<file path="src/rtl/etrs_pkg.sv">
`timescale 1ns / 1ps
// ----------------------------------------------------------------------------
// etrs_pkg
// Shared widths, codes and types of the extent table request splitter.
// ----------------------------------------------------------------------------
package etrs_pkg;

    localparam int ENT_W           = 48;
    localparam int LEN_W           = 17;
    localparam int IDX_W           = 3;
    localparam int CFG_W           = 4;
    localparam int DEF_NUM_ENTRIES = 8;
    localparam int BLOCK_BYTES     = 512;
    localparam int BLOCK_SHIFT     = $clog2(BLOCK_BYTES);
    localparam int MAX_REQ_BYTES   = 65536;
    // Byte addresses: (start + length) * BLOCK_BYTES never exceeds this width.
    localparam int BYTE_W          = ENT_W + 1 + BLOCK_SHIFT;

    localparam logic OP_WRITE   = 1'b0;
    localparam logic OP_REQUEST = 1'b1;

    localparam logic KIND_PIECE = 1'b0;
    localparam logic KIND_RESID = 1'b1;

    localparam logic [1:0] TOK_ENTRY = 2'd0;
    localparam logic [1:0] TOK_RESID = 2'd1;
    localparam logic [1:0] TOK_FLUSH = 2'd2;

    // Classified item handed from the front end to the walker.
    typedef struct packed {
        logic              op;
        logic [IDX_W-1:0]  entry_index;
        logic [ENT_W-1:0]  entry_start;
        logic [ENT_W-1:0]  entry_count;
        logic [BYTE_W-1:0] req_lo;
        logic [BYTE_W-1:0] req_hi;
        logic [LEN_W-1:0]  req_len;
        logic [CFG_W-1:0]  used_raw;
    } t_item;

    typedef struct packed {
        logic [1:0]       kind;
        logic [IDX_W-1:0] idx;
    } t_tok;

    typedef struct packed {
        logic              kind;
        logic [IDX_W-1:0]  hit_index;
        logic [LEN_W-1:0]  request_offset;
        logic [LEN_W-1:0]  piece_bytes;
        logic [ENT_W-1:0]  target_block;
        logic              last;
    } t_result;

endpackage

</file>
<file path="src/rtl/extent_table_request_splitter_unit.sv">
`timescale 1ns / 1ps
// ----------------------------------------------------------------------------
// extent_table_request_splitter_unit
// Splits block requests across a table of extents and reports uncovered bytes.
// ----------------------------------------------------------------------------
// A write beat (op 0) loads one table slot in the walker. A request beat
// (op 1) is checked against entries 0 .. entries_in_use-1, one entry per
// cycle while the output is not stalled, through a four-stage overlap
// pipeline, followed by two closing steps; the walker then drains its
// pipeline before taking the next queued beat. Results come out in entry
// order, the residual beat (if any) last, with last set on the final beat;
// a zero-byte request yields no beats. A two-entry queue lets new beats be
// accepted while a request is being walked; the walker stalls while a result
// waits in the output register and is not taken.
// ----------------------------------------------------------------------------
module extent_table_request_splitter_unit #(
    parameter int NUM_ENTRIES = etrs_pkg::DEF_NUM_ENTRIES
) (
    input  logic                        i_clk,
    input  logic                        i_rst_n,
    input  logic                        i_valid,
    output logic                        o_ready,
    input  logic                        i_op,
    input  logic [etrs_pkg::IDX_W-1:0]  i_entry_index,
    input  logic [etrs_pkg::ENT_W-1:0]  i_entry_start_block,
    input  logic [etrs_pkg::ENT_W-1:0]  i_entry_block_count,
    input  logic [etrs_pkg::ENT_W-1:0]  i_req_block,
    input  logic [etrs_pkg::LEN_W-1:0]  i_req_bytes,
    input  logic                        i_cfg_valid,
    output logic                        o_cfg_ready,
    input  logic [etrs_pkg::CFG_W-1:0]  i_cfg_data,
    output logic                        o_valid,
    input  logic                        i_ready,
    output logic                        o_kind,
    output logic [etrs_pkg::IDX_W-1:0]  o_hit_index,
    output logic [etrs_pkg::LEN_W-1:0]  o_request_offset,
    output logic [etrs_pkg::LEN_W-1:0]  o_piece_bytes,
    output logic [etrs_pkg::ENT_W-1:0]  o_target_block,
    output logic                        o_last
);

    etrs_pkg::t_item   front_item;
    logic              front_valid;
    logic              front_ready;
    etrs_pkg::t_item   queue_item;
    logic              queue_valid;
    logic              queue_ready;
    etrs_pkg::t_result result;

    etrs_front u_front (
        .i_clk               (i_clk),
        .i_rst_n             (i_rst_n),
        .i_valid             (i_valid),
        .o_ready             (o_ready),
        .i_op                (i_op),
        .i_entry_index       (i_entry_index),
        .i_entry_start_block (i_entry_start_block),
        .i_entry_block_count (i_entry_block_count),
        .i_req_block         (i_req_block),
        .i_req_bytes         (i_req_bytes),
        .i_cfg_valid         (i_cfg_valid),
        .o_cfg_ready         (o_cfg_ready),
        .i_cfg_data          (i_cfg_data),
        .o_item              (front_item),
        .o_item_valid        (front_valid),
        .i_item_ready        (front_ready)
    );

    etrs_queue u_queue (
        .i_clk        (i_clk),
        .i_rst_n      (i_rst_n),
        .i_push_item  (front_item),
        .i_push_valid (front_valid),
        .o_push_ready (front_ready),
        .o_pop_item   (queue_item),
        .o_pop_valid  (queue_valid),
        .i_pop_ready  (queue_ready)
    );

    etrs_back #(
        .NUM_ENTRIES (NUM_ENTRIES)
    ) u_back (
        .i_clk          (i_clk),
        .i_rst_n        (i_rst_n),
        .i_item         (queue_item),
        .i_item_valid   (queue_valid),
        .o_item_ready   (queue_ready),
        .o_result       (result),
        .o_result_valid (o_valid),
        .i_result_ready (i_ready)
    );

    assign o_kind           = result.kind;
    assign o_hit_index      = result.hit_index;
    assign o_request_offset = result.request_offset;
    assign o_piece_bytes    = result.piece_bytes;
    assign o_target_block   = result.target_block;
    assign o_last           = result.last;

endmodule

</file>
<file path="src/rtl/etrs_front.sv">
`timescale 1ns / 1ps
// ----------------------------------------------------------------------------
// etrs_front
// Accepts input beats, holds the configuration register and turns a request
// into its clamped length and byte range before queuing it.
// ----------------------------------------------------------------------------
module etrs_front (
    input  logic                          i_clk,
    input  logic                          i_rst_n,
    input  logic                          i_valid,
    output logic                          o_ready,
    input  logic                          i_op,
    input  logic [etrs_pkg::IDX_W-1:0]    i_entry_index,
    input  logic [etrs_pkg::ENT_W-1:0]    i_entry_start_block,
    input  logic [etrs_pkg::ENT_W-1:0]    i_entry_block_count,
    input  logic [etrs_pkg::ENT_W-1:0]    i_req_block,
    input  logic [etrs_pkg::LEN_W-1:0]    i_req_bytes,
    input  logic                          i_cfg_valid,
    output logic                          o_cfg_ready,
    input  logic [etrs_pkg::CFG_W-1:0]    i_cfg_data,
    output etrs_pkg::t_item               o_item,
    output logic                          o_item_valid,
    input  logic                          i_item_ready
);

    logic                         r_vld;
    etrs_pkg::t_item              r_item;
    etrs_pkg::t_item              n_item;
    logic [etrs_pkg::CFG_W-1:0]   r_cfg;
    logic                         accept;

    assign o_ready      = !r_vld || i_item_ready;
    assign accept       = i_valid && o_ready;
    assign o_cfg_ready  = 1'b1;
    assign o_item       = r_item;
    assign o_item_valid = r_vld;

    always_comb begin
        logic [etrs_pkg::LEN_W-1:0] len;
        logic [etrs_pkg::BYTE_W-1:0] lo;
        if (i_req_bytes > etrs_pkg::LEN_W'(etrs_pkg::MAX_REQ_BYTES)) begin
            len = etrs_pkg::LEN_W'(etrs_pkg::MAX_REQ_BYTES);
        end else begin
            len = i_req_bytes;
        end
        lo = {1'b0, i_req_block, {etrs_pkg::BLOCK_SHIFT{1'b0}}};
        n_item.op          = i_op;
        n_item.entry_index = i_entry_index;
        n_item.entry_start = i_entry_start_block;
        n_item.entry_count = i_entry_block_count;
        n_item.req_lo      = lo;
        n_item.req_hi      = lo + etrs_pkg::BYTE_W'(len);
        n_item.req_len     = len;
        n_item.used_raw    = r_cfg;
    end

    always_ff @(posedge i_clk) begin
        if (!i_rst_n) begin
            r_vld <= 1'b0;
            r_cfg <= '0;
        end else begin
            if (accept) begin
                r_vld <= 1'b1;
            end else if (i_item_ready) begin
                r_vld <= 1'b0;
            end
            if (i_cfg_valid) begin
                r_cfg <= i_cfg_data;
            end
        end
    end

    always_ff @(posedge i_clk) begin
        if (accept) begin
            r_item <= n_item;
        end
    end

endmodule

</file>
<file path="src/rtl/etrs_queue.sv">
`timescale 1ns / 1ps
// ----------------------------------------------------------------------------
// etrs_queue
// Two-entry queue that decouples the front end from the table walker.
// ----------------------------------------------------------------------------
module etrs_queue (
    input  logic              i_clk,
    input  logic              i_rst_n,
    input  etrs_pkg::t_item   i_push_item,
    input  logic              i_push_valid,
    output logic              o_push_ready,
    output etrs_pkg::t_item   o_pop_item,
    output logic              o_pop_valid,
    input  logic              i_pop_ready
);

    etrs_pkg::t_item r_head;
    etrs_pkg::t_item r_tail;
    etrs_pkg::t_item n_head;
    etrs_pkg::t_item n_tail;
    logic            r_head_vld;
    logic            r_tail_vld;
    logic            n_head_vld;
    logic            n_tail_vld;
    logic            push;
    logic            pop;

    assign o_push_ready = !r_tail_vld;
    assign push         = i_push_valid && !r_tail_vld;
    assign pop          = i_pop_ready && r_head_vld;
    assign o_pop_item   = r_head;
    assign o_pop_valid  = r_head_vld;

    always_comb begin
        n_head     = r_head;
        n_tail     = r_tail;
        n_head_vld = r_head_vld;
        n_tail_vld = r_tail_vld;
        case ({push, pop})
            2'b10: begin
                if (!r_head_vld) begin
                    n_head     = i_push_item;
                    n_head_vld = 1'b1;
                end else begin
                    n_tail     = i_push_item;
                    n_tail_vld = 1'b1;
                end
            end
            2'b01: begin
                n_head     = r_tail;
                n_head_vld = r_tail_vld;
                n_tail_vld = 1'b0;
            end
            2'b11: begin
                if (r_tail_vld) begin
                    n_head = r_tail;
                    n_tail = i_push_item;
                end else begin
                    n_head = i_push_item;
                end
            end
            default: begin
            end
        endcase
    end

    always_ff @(posedge i_clk) begin
        if (!i_rst_n) begin
            r_head_vld <= 1'b0;
            r_tail_vld <= 1'b0;
        end else begin
            r_head_vld <= n_head_vld;
            r_tail_vld <= n_tail_vld;
        end
    end

    always_ff @(posedge i_clk) begin
        r_head <= n_head;
        r_tail <= n_tail;
    end

endmodule

</file>
<file path="src/rtl/etrs_back.sv">
`timescale 1ns / 1ps
// ----------------------------------------------------------------------------
// etrs_back
// Owns the extent table, walks the used entries of each request through a
// four-stage overlap pipeline and assembles the result beats.
// ----------------------------------------------------------------------------
module etrs_back #(
    parameter int NUM_ENTRIES = etrs_pkg::DEF_NUM_ENTRIES
) (
    input  logic              i_clk,
    input  logic              i_rst_n,
    input  etrs_pkg::t_item   i_item,
    input  logic              i_item_valid,
    output logic              o_item_ready,
    output etrs_pkg::t_result o_result,
    output logic              o_result_valid,
    input  logic              i_result_ready
);

    localparam int AW    = (NUM_ENTRIES > 1) ? $clog2(NUM_ENTRIES) : 1;
    localparam int CNT_W = $clog2(NUM_ENTRIES + 1);

    localparam logic [1:0] ST_IDLE  = 2'd0;
    localparam logic [1:0] ST_WALK  = 2'd1;
    localparam logic [1:0] ST_TRES  = 2'd2;
    localparam logic [1:0] ST_TFLSH = 2'd3;

    logic [etrs_pkg::ENT_W-1:0] mem_start [NUM_ENTRIES];
    logic [etrs_pkg::ENT_W-1:0] mem_count [NUM_ENTRIES];

    // Sequencer
    logic [1:0]                  r_state;
    logic [1:0]                  n_state;
    logic [CNT_W-1:0]            r_seq_idx;
    logic [CNT_W-1:0]            n_seq_idx;
    logic [CNT_W-1:0]            r_used;
    logic [CNT_W-1:0]            n_used;
    logic [etrs_pkg::BYTE_W-1:0] r_req_lo;
    logic [etrs_pkg::BYTE_W-1:0] r_req_hi;
    logic [etrs_pkg::LEN_W-1:0]  r_req_len;
    logic                        load;
    logic                        load_req;
    logic                        mem_we;
    logic                        tok_vld;
    etrs_pkg::t_tok              tok;
    logic                        adv;
    logic                        pipe_empty;

    // Pipeline
    logic                        r_s1_vld, r_s2_vld, r_s3_vld, r_s4_vld;
    etrs_pkg::t_tok              r_s1_tok, r_s2_tok, r_s3_tok, r_s4_tok;
    logic [etrs_pkg::ENT_W-1:0]  r_s1_start;
    logic [etrs_pkg::ENT_W-1:0]  r_s1_count;
    logic [etrs_pkg::BYTE_W-1:0] r_s2_ent_lo;
    logic [etrs_pkg::BYTE_W-1:0] r_s2_ent_hi;
    logic [etrs_pkg::BYTE_W-1:0] r_s3_lo;
    logic [etrs_pkg::BYTE_W-1:0] r_s3_hi;
    logic [etrs_pkg::BYTE_W-1:0] r_s3_ent_lo;
    logic                        r_s4_hit;
    logic [etrs_pkg::LEN_W-1:0]  r_s4_off;
    logic [etrs_pkg::LEN_W-1:0]  r_s4_bytes;
    logic [etrs_pkg::ENT_W-1:0]  r_s4_target;
    logic [etrs_pkg::BYTE_W-1:0] s4_diff;

    // Result assembly
    localparam int ISS_W = etrs_pkg::LEN_W + CNT_W;
    logic [ISS_W-1:0]            r_issued;
    logic                        r_hold_vld;
    etrs_pkg::t_result           r_hold;
    etrs_pkg::t_result           hold_final;
    logic                        r_out_vld;
    etrs_pkg::t_result           r_out;

    assign adv        = !r_out_vld || i_result_ready;
    assign pipe_empty = !(r_s1_vld || r_s2_vld || r_s3_vld || r_s4_vld);
    assign o_item_ready = (r_state == ST_IDLE) && pipe_empty;
    assign load       = i_item_valid && o_item_ready;
    assign load_req   = load && (i_item.op == etrs_pkg::OP_REQUEST);
    assign mem_we     = load && (i_item.op == etrs_pkg::OP_WRITE)
                        && (32'(i_item.entry_index) < NUM_ENTRIES);

    always_comb begin
        n_state   = r_state;
        n_seq_idx = r_seq_idx;
        n_used    = r_used;
        tok_vld   = 1'b0;
        tok.kind  = etrs_pkg::TOK_ENTRY;
        tok.idx   = etrs_pkg::IDX_W'(r_seq_idx);
        case (r_state)
            ST_IDLE: begin
                if (load_req) begin
                    if (32'(i_item.used_raw) > NUM_ENTRIES) begin
                        n_used = CNT_W'(NUM_ENTRIES);
                    end else begin
                        n_used = CNT_W'(i_item.used_raw);
                    end
                    n_seq_idx = '0;
                    n_state   = (n_used == '0) ? ST_TRES : ST_WALK;
                end
            end
            ST_WALK: begin
                tok_vld = 1'b1;
                if (adv) begin
                    if ((r_seq_idx + CNT_W'(1)) == r_used) begin
                        n_state = ST_TRES;
                    end else begin
                        n_seq_idx = r_seq_idx + CNT_W'(1);
                    end
                end
            end
            ST_TRES: begin
                tok_vld  = 1'b1;
                tok.kind = etrs_pkg::TOK_RESID;
                if (adv) begin
                    n_state = ST_TFLSH;
                end
            end
            ST_TFLSH: begin
                tok_vld  = 1'b1;
                tok.kind = etrs_pkg::TOK_FLUSH;
                if (adv) begin
                    n_state = ST_IDLE;
                end
            end
            default: begin
                n_state = ST_IDLE;
            end
        endcase
    end

    assign s4_diff = r_s3_lo - r_s3_ent_lo;

    always_comb begin
        hold_final      = r_hold;
        hold_final.last = 1'b1;
    end

    always_ff @(posedge i_clk) begin
        if (!i_rst_n) begin
            r_state    <= ST_IDLE;
            r_s1_vld   <= 1'b0;
            r_s2_vld   <= 1'b0;
            r_s3_vld   <= 1'b0;
            r_s4_vld   <= 1'b0;
            r_hold_vld <= 1'b0;
            r_out_vld  <= 1'b0;
        end else begin
            r_state <= n_state;
            if (adv) begin
                r_s1_vld  <= tok_vld;
                r_s2_vld  <= r_s1_vld;
                r_s3_vld  <= r_s2_vld;
                r_s4_vld  <= r_s3_vld;
                if (r_s4_vld) begin
                    case (r_s4_tok.kind)
                        etrs_pkg::TOK_ENTRY: begin
                            if (r_s4_hit) begin
                                r_out_vld  <= r_hold_vld;
                                r_hold_vld <= 1'b1;
                            end else begin
                                r_out_vld <= 1'b0;
                            end
                        end
                        etrs_pkg::TOK_RESID: begin
                            if (r_issued < ISS_W'(r_req_len)) begin
                                r_out_vld  <= r_hold_vld;
                                r_hold_vld <= 1'b1;
                            end else begin
                                r_out_vld <= 1'b0;
                            end
                        end
                        etrs_pkg::TOK_FLUSH: begin
                            r_out_vld  <= r_hold_vld;
                            r_hold_vld <= 1'b0;
                        end
                        default: begin
                            r_out_vld <= 1'b0;
                        end
                    endcase
                end else begin
                    r_out_vld <= 1'b0;
                end
            end
        end
    end

    // Table, read registered, and the pipeline datapath.
    always_ff @(posedge i_clk) begin
        if (mem_we) begin
            mem_start[AW'(i_item.entry_index)] <= i_item.entry_start;
            mem_count[AW'(i_item.entry_index)] <= i_item.entry_count;
        end
        if (load_req) begin
            r_used    <= n_used;
            r_req_lo  <= i_item.req_lo;
            r_req_hi  <= i_item.req_hi;
            r_req_len <= i_item.req_len;
        end
        r_seq_idx <= n_seq_idx;
        if (adv) begin
            r_s1_tok   <= tok;
            r_s1_start <= mem_start[r_seq_idx[AW-1:0]];
            r_s1_count <= mem_count[r_seq_idx[AW-1:0]];

            r_s2_tok    <= r_s1_tok;
            r_s2_ent_lo <= {1'b0, r_s1_start, {etrs_pkg::BLOCK_SHIFT{1'b0}}};
            r_s2_ent_hi <= {({1'b0, r_s1_start} + {1'b0, r_s1_count}),
                            {etrs_pkg::BLOCK_SHIFT{1'b0}}};

            r_s3_tok    <= r_s2_tok;
            r_s3_lo     <= (r_s2_ent_lo > r_req_lo) ? r_s2_ent_lo : r_req_lo;
            r_s3_hi     <= (r_s2_ent_hi < r_req_hi) ? r_s2_ent_hi : r_req_hi;
            r_s3_ent_lo <= r_s2_ent_lo;

            r_s4_tok    <= r_s3_tok;
            r_s4_hit    <= r_s3_lo < r_s3_hi;
            r_s4_bytes  <= etrs_pkg::LEN_W'(r_s3_hi - r_s3_lo);
            r_s4_off    <= etrs_pkg::LEN_W'(r_s3_lo - r_req_lo);
            r_s4_target <= s4_diff[etrs_pkg::BLOCK_SHIFT +: etrs_pkg::ENT_W];
        end
    end

    // The newest result waits in the hold register until the next one shows
    // whether it is the final beat of the request. The hold register always
    // carries last cleared, so only the flush sets it on the way out.
    always_ff @(posedge i_clk) begin
        if (load_req) begin
            r_issued <= '0;
        end
        if (adv && r_s4_vld) begin
            case (r_s4_tok.kind)
                etrs_pkg::TOK_ENTRY: begin
                    if (r_s4_hit) begin
                        r_out                 <= r_hold;
                        r_hold.kind           <= etrs_pkg::KIND_PIECE;
                        r_hold.hit_index      <= r_s4_tok.idx;
                        r_hold.request_offset <= r_s4_off;
                        r_hold.piece_bytes    <= r_s4_bytes;
                        r_hold.target_block   <= r_s4_target;
                        r_hold.last           <= 1'b0;
                        r_issued              <= r_issued + ISS_W'(r_s4_bytes);
                    end
                end
                etrs_pkg::TOK_RESID: begin
                    if (r_issued < ISS_W'(r_req_len)) begin
                        r_out                 <= r_hold;
                        r_hold.kind           <= etrs_pkg::KIND_RESID;
                        r_hold.hit_index      <= '0;
                        r_hold.request_offset <= '0;
                        r_hold.piece_bytes    <= r_req_len
                                                 - etrs_pkg::LEN_W'(r_issued);
                        r_hold.target_block   <= '0;
                        r_hold.last           <= 1'b0;
                    end
                end
                etrs_pkg::TOK_FLUSH: begin
                    r_out <= hold_final;
                end
                default: begin
                end
            endcase
        end
    end

    assign o_result       = r_out;
    assign o_result_valid = r_out_vld;

    a_flush_empties_hold: assert property (@(posedge i_clk) disable iff (!i_rst_n)
        (adv && r_s4_vld && r_s4_tok.kind == etrs_pkg::TOK_FLUSH) |=> !r_hold_vld)
        else $error("hold register still full after the flush of a request");

    a_resid_is_last: assert property (@(posedge i_clk) disable iff (!i_rst_n)
        (o_result_valid && o_result.kind == etrs_pkg::KIND_RESID) |-> o_result.last)
        else $error("residual beat is not the final beat");

    a_piece_not_empty: assert property (@(posedge i_clk) disable iff (!i_rst_n)
        (o_result_valid && o_result.kind == etrs_pkg::KIND_PIECE)
        |-> (o_result.piece_bytes != '0))
        else $error("sub-request beat with zero bytes");

    a_load_when_drained: assert property (@(posedge i_clk) disable iff (!i_rst_n)
        load_req |=> !r_hold_vld)
        else $error("request started while a result was still held");

endmodule

</file>
<file path="config.mk">
export PLATFORM = sky130hd
export DESIGN_NAME = extent_table_request_splitter_unit
export DESIGN_NICKNAME = d
export VERILOG_FILES = /design/src/rtl/etrs_pkg.sv /design/src/rtl/extent_table_request_splitter_unit.sv /design/src/rtl/etrs_front.sv /design/src/rtl/etrs_queue.sv /design/src/rtl/etrs_back.sv
export SDC_FILE = /design/constraint.sdc
export NUM_CORES = 2
export LEC_CHECK = 0
export ABC_AREA = 1
export ABC_CLOCK_PERIOD_IN_PS = 18000
export BUFFER_PORTS_ARGS = -buffer_cell sky130_fd_sc_hd__buf_2
export CAP_MARGIN = 0
export CORE_ASPECT_RATIO = 1.25
export CORE_MARGIN = 4
export CORE_UTILIZATION = 45
export CTS_CLUSTER_SIZE = 12
export DETAILED_ROUTE_END_ITERATION = 8
export GPL_ROUTABILITY_DRIVEN = 0
export SLEW_MARGIN = 20
export SYNTH_ARGS = -nofsm -noshare
export SYNTH_HDL_FRONTEND = slang
export SYNTH_SLANG_ARGS = --single-unit
</file>
<file path="constraint.sdc">
create_clock -name i_clk -period 18 [get_ports i_clk]
set_input_delay 3.6 -clock i_clk [delete_from_list [all_inputs] [get_ports i_clk]]
set_output_delay 3.6 -clock i_clk [all_outputs]
set_load 0.005 [all_outputs]
</file>
==> results_dict.tcl <==
set metrics [dict create \
    insertion_delay_ns 0.89 \
    syn_inst 7952 \
    synth_seq_cells 2176 \
    setup_violations 0 \
    top_layer_used "met5" \
    clkTransAtPathRegs_ns 0.06 \
    fin_setup_tns_ns 0 \
    fin_area_mm2 0.1041 \
    critPathRequiredTime_ns 18.61 \
    powerDensity_mw_per_mm2 174.1 \
    grt_overflow 0 \
    cts_max_path_buffers 3 \
    critPathKind "in -> reg" \
    drt-met1-wl_um 94410 \
    die_area_mm2 0.2152 \
    clock_skew_ns 0.06667 \
    finalCoreUtilization_pct 50.49 \
    synth-edff-count 2140 \
    clkSinkCount 2176 \
    crit_fanout 16 \
    endpoint_kind "register" \
    drtIter0Drc 5228 \
    slew_viol_final 0 \
    rrSetupSlack_ns 13.04 \
    die-height_um 517.7 \
    core_mm2 0.2062 \
    vias 59060 \
    endpoint "u_front.o_item[53]$_DFFE_PP_" \
    min_path_cells 0 \
    worst_pin_slew_ns 1.095 \
    post_cts_buffers 0 \
    maxSlewHeadroom_pct 27.01 \
    final_antenna_net_count 0 \
    synth_flop_cell "edfxtp_1" \
    htreeDepth 4 \
    dieWidth_um 415.8 \
    holdWs_ns 0.4046 \
    finalCritPeriodShare_pct 36.03 \
    min_period_ns 6.485 \
    reg2reg_to "u_back.r_s1_start[34]$_DFFE_PP_" \
    cts_tree "built" \
    wire_per_inst_um 21.39 \
    power_leakage_nw 40.02 \
    arrival_ns 7.10 \
    num_rows 186 \
    cp-start-kind "input pin" \
    area_growth_syn_to_layout_pct 11.31 \
    wirelength_um 236300 \
    rsz0062_at_grt "false" \
    status "completed" \
    avgSynthCellArea_um2 11.76 \
    start_util_pct 45.36 \
    wl_met2_um 116200 \
    cts_buffers 213 \
    portBuffers 253 \
    hold_class "reg -> reg" \
    grt_pass1_vias 57320 \
    synthArstFlopShare_pct 0 \
    drtPass1Iterations 6 \
    final-hold-violation-count 0 \
    dp_hpwl_um 160200 \
    r2r-start "u_back.r_seq_idx[0]$_SDFFCE_PN0P_" \
    met3_length_um 11630 \
    antenna_found_initial 6 \
    cts_root_buf "clkbuf_16" \
    drive_gt1_share_pct 7.586 \
    ir_drop_uv 131.3 \
    drv_cap 0 \
    p_total_mw 18.12 \
    viasPerCell 5.345 \
    synth_cell_types 51 \
    reg2regPathDepth 9 \
    grt_max_degree 182 \
    placed_area_mm2 0.09767 \
    track_usage_pct 21.49 \
    synth_area_mm2 0.09352 \
    yosys_warnings 0 \
    cts_resized 0 \
    hold_buffers 0 \
    grt_first_pass_wirelength_um 353000 \
    yosysSeqAreaShare_pct 69.48 \
    nNetsFinal 8710 \
    max_freq_ghz 0.1542 \
    drc 0 \
    crit_path_start "i_req_bytes[15]" \
    io_pins 264 \
]
==> stage by stage <==
stage | worst slack (ns) | instances
2_1_floorplan | 1.109 | 7960
3_3_place_gp | 10.72 | 10720
3_5_place_dp | 10.69 | 10720
4_1_cts | 11.62 | 11040
5_1_grt | 11.32 | 11050
6_report | 11.52 | 11050
==> critical path, stage by stage <==
cell and delay [ns]:
buf_2 0.10, inv_1 0.06, nand4_1 0.09, nor4_1 0.26, a21boi_1 0.33, nor2_1 0.74
ha_1 0.42, a21oi_1 0.30, nand2_1 0.20, a21oi_2 0.49, inv_2 0.18, nand2_1 0.13
nor2_1 0.06, xor2_1 0.14
==> worst min path at each step <==
stage	to	start
final	u_back.r_s2_tok[0]$_DFFE_PP_	u_back.r_s1_tok[0]$_DFFE_PP_
after global routing	u_back.r_req_len[16]$_DFFE_PP_	u_queue.o_pop_item[20]$_DFFE_PP_
after CTS	u_back.r_req_len[14]$_DFFE_PP_	u_queue.o_pop_item[18]$_DFFE_PP_
after detailed placement	u_back.o_result[17]$_DFFE_PP_	u_back.hold_final[17]$_SDFFCE_PP0P_
after global placement	u_back.r_req_lo[26]$_DFFE_PP_	u_queue.o_pop_item[105]$_DFFE_PP_
after floorplan	u_back.o_result[10]$_DFFE_PP_	u_back.hold_final[10]$_SDFFCE_PP0P_
==> metal layers <==
| layer | global-route usage [%] | up-vias |
|---|---|---|
| li1 | - | 28120 |
| met1 | 26.56 | 28610 |
| met2 | 36.75 | 1798 |
| met3 | 2.871 | 522 |
| met4 | 11.48 | 2 |
| met5 | 0 | - |
==> flip-flops by register name (all words and copies together) (netlist names), 49 cells and up <==
signal,cells
u_back.r_req_hi,49
u_back.o_result,78
u_back.mem_count,384
u_back.mem_start,384
u_front.o_item,218
u_queue.o_pop_item,218
u_queue.r_tail,218
u_back.r_s3_hi,58
u_back.hold_final,77
u_back.r_s2_ent_hi,49
==> cell usage in the layout (no fill, tap or decap), types with 8 or more instances in the layout <==
cell,instances
buf_2,253
inv_2,9
or2_2,9
clkinv_1,22
nor2_1,1106
clkbuf_1,49
buf_12,10
nor3_2,11
o21a_1,8
o21bai_1,10
nor3_1,47
o21ai_0,763
xor2_1,84
nand2_1,1056
a21oi_1,267
nor4_1,9
o22ai_1,96
conb_1,10
buf_4,51
inv_1,887
nand4_1,68
a21o_1,13
clkinv_16,13
ha_1,321
clkbuf_8,8
edfxtp_1,2140
xnor2_1,50
nand3_1,498
dfxtp_1,36
a31oi_1,107
clkbuf_16,213
==> final cells by class <==
cell class	count	area (um^2)
clock inverter	55	800.8
tap	2726	3411
fill	18070	102100
timing repair buffer	314	1849
multi-input combinational	4599	24000
antenna	4	10.01
clock buffer	270	5624
inverter	904	3425
sequential	2176	64980
==> power by group <==
group	leakage (nW)	total, mW	internal (mW)	switching (mW)
Sequential	20.7	7.88	7.07	0.808
Clock	3.09	4.16	2.30	1.86
Combinational	16.3	6.09	1.84	4.24
==> synth_stat cells, types with 2 or more instances <==
cell type / n / area (um^2)
nand3b_1: 4 / 30.03
o22ai_1: 96 / 600.6
fa_1: 7 / 140.1
nor3_2: 3 / 30.03
dfxtp_1: 36 / 720.7
xor2_1: 84 / 735.7
a31oi_1: 107 / 669.4
inv_2: 10 / 37.54
or2_2: 9 / 56.30
o21ai_0: 764 / 3824
o21bai_1: 10 / 75.07
buf_2: 84 / 420.4
a21oi_1: 269 / 1346
nor4_1: 9 / 56.30
xnor2_1: 50 / 437.9
inv_1: 891 / 3344
a21boi_0: 5 / 37.54
a21o_1: 13 / 97.59
nand3_1: 498 / 2492
clkbuf_1: 164 / 615.6
buf_6: 5 / 56.30
ha_1: 321 / 4016
nor2_1: 1108 / 4159
nand2_1: 1057 / 3968
a211oi_1: 2 / 15.01
buf_1: 6 / 22.52
clkinv_1: 3 / 11.26
o21a_1: 8 / 60.06
o211ai_1: 4 / 30.03
conb_1: 2 / 7.510
and3_1: 3 / 18.77
nand4_1: 68 / 425.4
o21ai_1: 3 / 15.01
nor3_1: 55 / 275.3
nand4_2: 2 / 25.02
buf_4: 21 / 157.7
nand2_2: 4 / 25.02
edfxtp_1: 2140 / 64260
o31ai_1: 6 / 45.04
and2_1: 3 / 18.77
nor2_4: 3 / 33.78
nor2_2: 6 / 37.54
==> kinds of logic after synthesis <==
logic type / count (synthesis) / synth area share (%)
flip-flops: 2176 / 69.48
AND/OR/NAND/NOR: 2837 / 12.50
AO/OA/AOI/OAI: 1290 / 7.313
adder cells (fa/ha/maj): 328 / 4.444
other: 2 / 0.008030
XOR/XNOR: 134 / 1.255
buffers and inverters: 1185 / 4.994
Power figures use the tool's default switching activity.
